$ cat src/rtl/core/gidr_pkg.sv
// ----------------------------------------------------------------------------
// gidr_pkg
// Shared types, constants and CORDIC arctangent table for the dead-reckoning block.
// ----------------------------------------------------------------------------
package gidr_pkg;

    localparam logic [1:0] OP_IMU   = 2'd0;
    localparam logic [1:0] OP_POSE  = 2'd1;
    localparam logic [1:0] OP_FIX   = 2'd2;
    localparam logic [1:0] OP_SPEED = 2'd3;

    localparam logic [1:0] FIX_SINGLE     = 2'd0;
    localparam logic [1:0] FIX_PSRDIFF    = 2'd1;
    localparam logic [1:0] FIX_NARROW_INT = 2'd2;
    localparam logic [1:0] FIX_OTHER      = 2'd3;

    localparam int CORDIC_ITERS = 16;
    localparam logic signed [33:0] CORDIC_K = 34'sd652032874;
    localparam logic signed [33:0] QTURN    = 34'sd268435456;

    // CORDIC rotator start request
    typedef struct packed {
        logic        start;
        logic [29:0] angle;   // 2^30 per turn
    } cordic_req_t;

    // CORDIC rotator status and results
    typedef struct packed {
        logic               done;
        logic signed [33:0] co;
        logic signed [33:0] si;
    } cordic_rsp_t;

    function automatic logic signed [33:0] atan_val(input logic [3:0] i);
        logic signed [33:0] r;
        begin
            case (i)
                4'd0:  r = 34'sd134217728;
                4'd1:  r = 34'sd79233351;
                4'd2:  r = 34'sd41864727;
                4'd3:  r = 34'sd21251189;
                4'd4:  r = 34'sd10666833;
                4'd5:  r = 34'sd5338616;
                4'd6:  r = 34'sd2669960;
                4'd7:  r = 34'sd1335061;
                4'd8:  r = 34'sd667541;
                4'd9:  r = 34'sd333772;
                4'd10: r = 34'sd166886;
                4'd11: r = 34'sd83443;
                4'd12: r = 34'sd41722;
                4'd13: r = 34'sd20861;
                4'd14: r = 34'sd10430;
                default: r = 34'sd5215;
            endcase
            return r;
        end
    endfunction

    function automatic logic signed [31:0] sat32(input logic signed [33:0] v);
        begin
            if (v > 34'sd2147483647)
                return 32'sh7FFFFFFF;
            else if (v < -34'sd2147483648)
                return 32'sh80000000;
            else
                return v[31:0];
        end
    endfunction

endpackage

$ cat src/rtl/core/gidr_cordic.sv
// ----------------------------------------------------------------------------
// gidr_cordic
// Iterative rotation-mode CORDIC, one micro-rotation per cycle.
// ----------------------------------------------------------------------------
module gidr_cordic
(
    input  logic                 clk,
    input  logic                 rst_n,
    input  gidr_pkg::cordic_req_t req,
    output gidr_pkg::cordic_rsp_t rsp
);

    logic               busy_reg, busy_next;
    logic               done_reg, done_next;
    logic               neg_reg, neg_next;
    logic [3:0]         iter_reg, iter_next;
    logic signed [33:0] x_reg, x_next;
    logic signed [33:0] y_reg, y_next;
    logic signed [33:0] z_reg, z_next;

    // control
    always_ff @(posedge clk or negedge rst_n)
    begin
        if (!rst_n)
        begin
            busy_reg <= 1'b0;
            done_reg <= 1'b0;
        end
        else
        begin
            busy_reg <= busy_next;
            done_reg <= done_next;
        end
    end

    // datapath
    always_ff @(posedge clk)
    begin
        neg_reg  <= neg_next;
        iter_reg <= iter_next;
        x_reg    <= x_next;
        y_reg    <= y_next;
        z_reg    <= z_next;
    end

    always_comb
    begin
        logic signed [33:0] z0;
        logic signed [33:0] dx;
        logic signed [33:0] dy;
        busy_next = busy_reg;
        done_next = 1'b0;
        neg_next  = neg_reg;
        iter_next = iter_reg;
        x_next    = x_reg;
        y_next    = y_reg;
        z_next    = z_reg;
        z0 = '0;
        dx = y_reg >>> iter_reg;
        dy = x_reg >>> iter_reg;
        if (req.start)
        begin
            // fold angle into [-quarter, quarter] turn
            z0 = req.angle[29] ? ($signed({4'b0, req.angle}) - 34'sd1073741824)
                               : $signed({4'b0, req.angle});
            neg_next = 1'b0;
            if (z0 > gidr_pkg::QTURN)
            begin
                z0 = z0 - (gidr_pkg::QTURN <<< 1);
                neg_next = 1'b1;
            end
            else if (z0 < -gidr_pkg::QTURN)
            begin
                z0 = z0 + (gidr_pkg::QTURN <<< 1);
                neg_next = 1'b1;
            end
            z_next    = z0;
            x_next    = gidr_pkg::CORDIC_K;
            y_next    = '0;
            iter_next = '0;
            busy_next = 1'b1;
        end
        else if (busy_reg)
        begin
            if (z_reg >= 0)
            begin
                x_next = x_reg - dx;
                y_next = y_reg + dy;
                z_next = z_reg - gidr_pkg::atan_val(iter_reg);
            end
            else
            begin
                x_next = x_reg + dx;
                y_next = y_reg - dy;
                z_next = z_reg + gidr_pkg::atan_val(iter_reg);
            end
            iter_next = iter_reg + 4'd1;
            if (iter_reg == 4'(gidr_pkg::CORDIC_ITERS - 1))
            begin
                busy_next = 1'b0;
                done_next = 1'b1;
                if (neg_reg)
                begin
                    x_next = -x_next;
                    y_next = -y_next;
                end
            end
        end
    end

    assign rsp.done = done_reg;
    assign rsp.co   = x_reg;
    assign rsp.si   = y_reg;

endmodule
$ cat config.mk
export PLATFORM = sky130hd
export DESIGN_NAME = gidr_cordic
export DESIGN_NICKNAME = d
export VERILOG_FILES = /design/src/rtl/core/gidr_pkg.sv /design/src/rtl/core/gidr_cordic.sv
export SDC_FILE = /design/constraint.sdc
export NUM_CORES = 1
export LEC_CHECK = 0
export ABC_AREA = 1
export BUFFER_PORTS_ARGS = -buffer_cell sky130_fd_sc_hd__buf_2
export CORE_ASPECT_RATIO = 1.1
export CORE_MARGIN = 4
export CORE_UTILIZATION = 45
export DETAILED_ROUTE_END_ITERATION = 10
export SETUP_SLACK_MARGIN = 0.5
export SYNTH_ARGS = -nofsm -noshare
export SYNTH_HDL_FRONTEND = slang
export SYNTH_SLANG_ARGS = --single-unit
export TNS_END_PERCENT = 10
$ cat constraint.sdc
create_clock -name clk -period 4.5 [get_ports clk]
set_input_delay 0.675 -clock clk [delete_from_list [all_inputs] [get_ports clk]]
set_output_delay 0.675 -clock clk [all_outputs]
set_load 0.05 [all_outputs]
==> impl_metrics.json, run 1 <==
{
  "start_util_pct": 45.8,
  "arrival_ns": 5.03,
  "gp_congestion": 0.994,
  "hold_viol_final": 0,
  "first_pass_iters": 7,
  "cp_common_cell": "nand2_1",
  "yosysUniqueCellTypes": 62,
  "ys_seq_area_share_pct": 16.3,
  "yosysWarnings": 0,
  "cp_slowest_cell": "dfxtp_4",
  "vias": 25153,
  "drv_cap": 0,
  "hold_slack_ns": 0.489,
  "dp_slack_ns": -0.511,
  "hold_path.class": "input pin to flop",
  "clk-insertion-delay-late_ns": 0.48,
  "grt.total_usage_pct": 33.8,
  "drt_iter0_drc": 2360,
  "wl_per_cell_um": 17.8,
  "setup_violations": 20,
  "clock_path_buffers": 2,
  "syn_area_per_cell_um2": 5.69,
  "grt_pass1_wl_um": 125000,
  "status": "complete, but fails checks",
  "violations": "setup timing",
  "h-tree-depth": 4,
  "crit_start": "iter_reg[0]$_SDFFE_PP0P_",
  "crit_type": "flop to flop",
  "syn_nets": 3499,
  "cts_root_buffer": "clkbuf_16",
  "cp-end-kind": "flop",
  "r2r_slack_ns": -0.12,
  "antenna_found_initial": 0,
  "rr_worst_depth": 32,
  "required_ns": 4.90,
  "clkSinkCount": 137,
  "period_share_pct": 103,
  "portBuffers": 101,
  "crit_family": "simple AND/OR/NAND/NOR gates",
  "grt_overflow_total": 0,
  "fin_skew_ns": 0.0179,
  "fp.dieW_um": 204,
  "netlist_area_um2": 19100,
  "final_cell_mix": "nand2_1 (902), buf_4 (601), nand3_1 (438)",
  "die_h_um": 224,
  "start_kind": "flop",
  "syn2layout_area_growth_pct": 44.9,
  "wl_um": 81400,
  "slowest_delay_ns": 0.38,
  "critical_path_peak_fanout": 9,
  "timing.setup.tns_ns": -1.18,
  "layout_commonest_cell": "nand2_1",
  "layout_setup_ws_ns": -0.124,
  "synth_edf_count": 35,
  "synth_cells": 3350,
  "antenna_cells": 0,
  "nets": 4143,
  "dieArea_um2": 45700,
  "ys.flop_type": "dfxtp_1",
  "endpoint": "y_reg[32]$_SDFFE_PP0P_",
  "tightest_slew_ns": 1.12,
  "slew_violations": 0,
  "fp-row-count": 78,
  "postRouteAntennaNets": 0,
  "cp.depth": 32,
  "async_flop_share_pct": 1.46,
  "cts_buffers": 17,
  "min_period_ns": 4.62,
  "path_clk_slew_ns": 0.08,
  "core_area_um2": 41600,
  "io_pins": 102,
  "grt_max_degree": 51,
  "slew_headroom_pct": 25.2,
  "cts_tree": "done",
  "drive_gt1_share_pct": 33.4,
  "fmax_mhz": 216,
  "dp_hpwl_um": 63700,
  "grt_pass1_vias": 23608,
  "viasPerCell": 5.51,
  "rsz0062_at_grt": "true",
  "post-route-util_pct": 66.4,
  "drc": 0,
  "path_buf_inv": 7,
  "r2r-end": "y_reg[32]$_SDFFE_PP0P_",
  "synth-seq-cells": 137,
  "r2r-start": "iter_reg[0]$_SDFFE_PP0P_"
}
## routing by layer
metal  share of wire (%)  vias up  track usage (%)  routed length (um)
li1                    -    12278                -                   -
met1                  43    11703             45.8               34900
met2                  46     1011             55.8               37700
met3                 7.5      161             4.95                6080
met4                 3.3        0             10.8                2660
met5                   0        -                0                   0
## worst min path at each step
stage / from / to / slack (ns) / cells past startpoint
after global routing: req[21] / z_reg[21]$_DFFE_PP_ / 0.50 / 3
final: req[21] / z_reg[21]$_DFFE_PP_ / 0.49 / 3
after CTS: req[21] / z_reg[21]$_DFFE_PP_ / 0.48 / 3
after floorplan: rst_n / busy_reg$_DFF_PN0_ / 0.38 / 0
after detailed placement: rst_n / done_reg$_DFF_PN0_ / 0.48 / 1
after global placement: rst_n / busy_reg$_DFF_PN0_ / 0.48 / 1
## cell type report
class | instances | area (um^2)
multi-input combinational | 2702 | 16100
fill | 3915 | 14000
timing repair buffer | 732 | 5560
sequential | 137 | 3120
inverter | 404 | 1520
tap | 560 | 701
clock buffer | 18 | 450
clock inverter | 14 | 130
## cell families after synthesis
| kind of cell | synth area share (%) |
|---|---|
| flops | 16.3 |
| compound gates | 11.7 |
| fa+ha+maj | 7.74 |
| buf+inv | 10.7 |
| xor+xnor | 6.07 |
| simple gates | 47.5 |
## worst reg2reg max path: cells and delay by family (launching register included)
kind                       cells  cell delay [ns]
adders and majority gates      1             0.37
xor gates and xnor gates       1             0.18
DFF                            1             0.38
buffers and inverters          7             1.00
AOI/OAI and AO/OA              1             0.12
and+or+nand+nor               22             2.50
## Yosys cell counts, drive strengths merged, types with 23 or more instances
library cell	n	area, um^2
nor2	301	1190
dfxtp	100	2000
nand2	1056	4050
buf	56	325
edfxtp	35	1050
a21oi	156	800
xor2	99	867
nand3	527	2710
inv	403	1510
clkbuf	51	191
or2	26	163
o21ai	172	902
xnor2	33	289
nor3	43	254
nand3b	23	173
ha	113	1410
nand4	54	353
## repair_timing
item | in CTS | in global routing
hold buffers | 1 | 0
setup endpoints to repair | 58 | 70
pin swaps | 115 | 98
gates cloned | 4 | 1
endpoints found under the hold margin | 2 | 0
buffers inserted | 24 | 20
resized for setup | 296 | 271
## through the flow
stage               cells  cell area [um^2]
floorplan            3350             19100
global placement     4485             24300
detailed placement   4485             24300
CTS                  4546             26300
global route         4567             27600
finish               4567             27600
Power of run 1 is not shown: default switching activity piles up to over one toggle a cycle in this logic, so the estimate is an artifact.
==> run 2, diff against run 1 <==
- SETUP_SLACK_MARGIN: 0.5 -> 0.1
==> run 2 against run 1 <==
- fmax down 1.4%
- sequential cell count unchanged
- final cell count rose by 1.1%
- count of clock-buffer cells in the layout stayed put
- sequential share of layout area down 0.059 points
- the flow still finishes with violations (setup timing)
- critical path depth grew 3
==> impl_metrics.json, run 2 (synthesized netlist as in run 1, its figures left out) <==
{
  "status": "complete, but fails checks",
  "violations": "setup timing",
  "post_dp_cell_area_um2": 24600,
  "hold_slack_ns": 0.497,
  "vias": 25173,
  "r2r-start": "iter_reg[0]$_SDFFE_PP0P_",
  "start_kind": "flop",
  "hold_viol_final": 0,
  "place_inst": 4537,
  "portBuffers": 101,
  "multi_input_area_um2": 15800,
  "antenna_cells": 0,
  "grt_pass1_wl_um": 123000,
  "slowest_delay_ns": 0.46,
  "clkSinkCount": 137,
  "die_h_um": 224,
  "period_share_pct": 104,
  "cp-end-kind": "flop",
  "setup_violations": 25,
  "dp_hpwl_um": 63300,
  "wl_um": 80500,
  "final_cell_mix": "nand2_1 (923), buf_4 (658), nand3_1 (417)",
  "design_area_um2": 27700,
  "slew_violations": 0,
  "crit_type": "flop to flop",
  "drive_gt1_share_pct": 32.9,
  "grt_pass1_vias": 23940,
  "wl_per_cell_um": 17.4,
  "grt_max_degree": 78,
  "grt.total_usage_pct": 33.4,
  "first_pass_iters": 6,
  "dieArea_um2": 45700,
  "clock_path_buffers": 2,
  "layout_setup_ws_ns": -0.190,
  "start_util_pct": 45.8,
  "path_clk_slew_ns": 0.07,
  "nFillCells": 3936,
  "nets": 4194,
  "postRouteAntennaNets": 0,
  "fin_cells": 4618,
  "crit_start": "iter_reg[0]$_SDFFE_PP0P_",
  "cts_tree": "done",
  "fp-row-count": 78,
  "min_period_ns": 4.69,
  "viasPerCell": 5.45,
  "fp.dieW_um": 204,
  "cts_root_buffer": "clkbuf_16",
  "drt_iter0_drc": 2175,
  "tightest_slew_ns": 0.983,
  "crit_family": "simple AND/OR/NAND/NOR gates",
  "fin_skew_ns": 0.0101,
  "grt_overflow_total": 0,
  "hold_path.class": "input pin to flop",
  "cts_buffers": 17,
  "critical_path_peak_fanout": 16,
  "rsz0062_at_grt": "true",
  "cp_common_cell": "nand2_1",
  "antenna_found_initial": 0,
  "cp_slowest_cell": "dfxtp_4",
  "core_area_um2": 41600,
  "dp_slack_ns": -0.486,
  "clk-insertion-delay-late_ns": 0.46,
  "arrival_ns": 5.04,
  "min_from": "req[22]",
  "slew_headroom_pct": 34.1,
  "area.sequential_um2": 3110,
  "required_ns": 4.85,
  "io_pins": 102,
  "syn2layout_area_growth_pct": 45.2,
  "gp_congestion": 1.03,
  "fmax_mhz": 213,
  "layout_commonest_cell": "nand2_1",
  "h-tree-depth": 4,
  "drc": 0,
  "drv_cap": 0,
  "path_buf_inv": 10
}
==> run 2: cell types whose count changed in the layout (fill, tap and decap cells not counted), moves of 12 or more <==
| cell | delta |
|---|---|
| nand2_1 | +21 |
| nand3_2 | +20 |
| nor2_4 | -12 |
| nand2_2 | -14 |
| buf_4 | +57 |
| nand3_1 | -21 |
==> run 2: worst reg2reg max path, delay by kind of cell, from the launching register on <==
kind / cells / cell delay, ns
AO/OA/AOI/OAI: 2 / 0.23
AND/OR/NAND/NOR: 21 / 2.20
flip-flops: 1 / 0.46
buffers and inverters: 10 / 1.27
XOR/XNOR: 1 / 0.14
adder cells (fa/ha/maj): 1 / 0.32
==> run 2: layout make-up <==
class	instances	share of cell area, %
Timing Repair Buffer	783	21.4
Clock inverter	14	0.493
Inverter	404	5.56
Sequential cell	137	11.2
Multi-Input combinational cell	2702	57.1
Tap cell	560	2.53
Clock buffer	18	1.63
==> run 2: repair_timing <==
action	4_1_cts	5_1_grt
gates cloned	4	2
pin swaps	84	86
hold endpoints to repair	2	0
resized for setup	302	212
setup buffers	28	14
hold buffers	1	0
setup endpoints to repair	42	57
==> run 2: metal layers <==
| metal | GRT usage (%) | vias to the layer above | wire [um] |
|---|---|---|---|
| met5 | 0 | - | 0 |
| met4 | 14.2 | 0 | 3500 |
| met3 | 4.18 | 178 | 4990 |
| met2 | 56.8 | 928 | 37800 |
| met1 | 42.6 | 11675 | 34200 |
| li1 | - | 12392 | - |
==> run 2: worst paths after layout <==
kind,endpoint,cells after the start,slack (ns)
setup / recovery,y_reg[27]$_SDFFE_PP0P_,35,-0.19
hold / removal,z_reg[22]$_DFFE_PP_,3,0.50
setup reg to reg,y_reg[27]$_SDFFE_PP0P_,35,-0.19
hold reg to reg,y_reg[0]$_SDFFE_PP0P_,3,0.57
max in group asynchronous,done_reg$_DFF_PN0_,2,3.84
min in group asynchronous,busy_reg$_DFF_PN0_,2,0.57
==> run 2: per-stage QoR <==
step	TNS, ns	util, %
6_report	-2.36	66.6
3_3_place_gp	-7.24	59.2
4_1_cts	-0.106	64.2
3_5_place_dp	-10.92	59.2
2_1_floorplan	0	-
5_1_grt	-12.05	66.6
Power of run 2 is left out for the same reason.
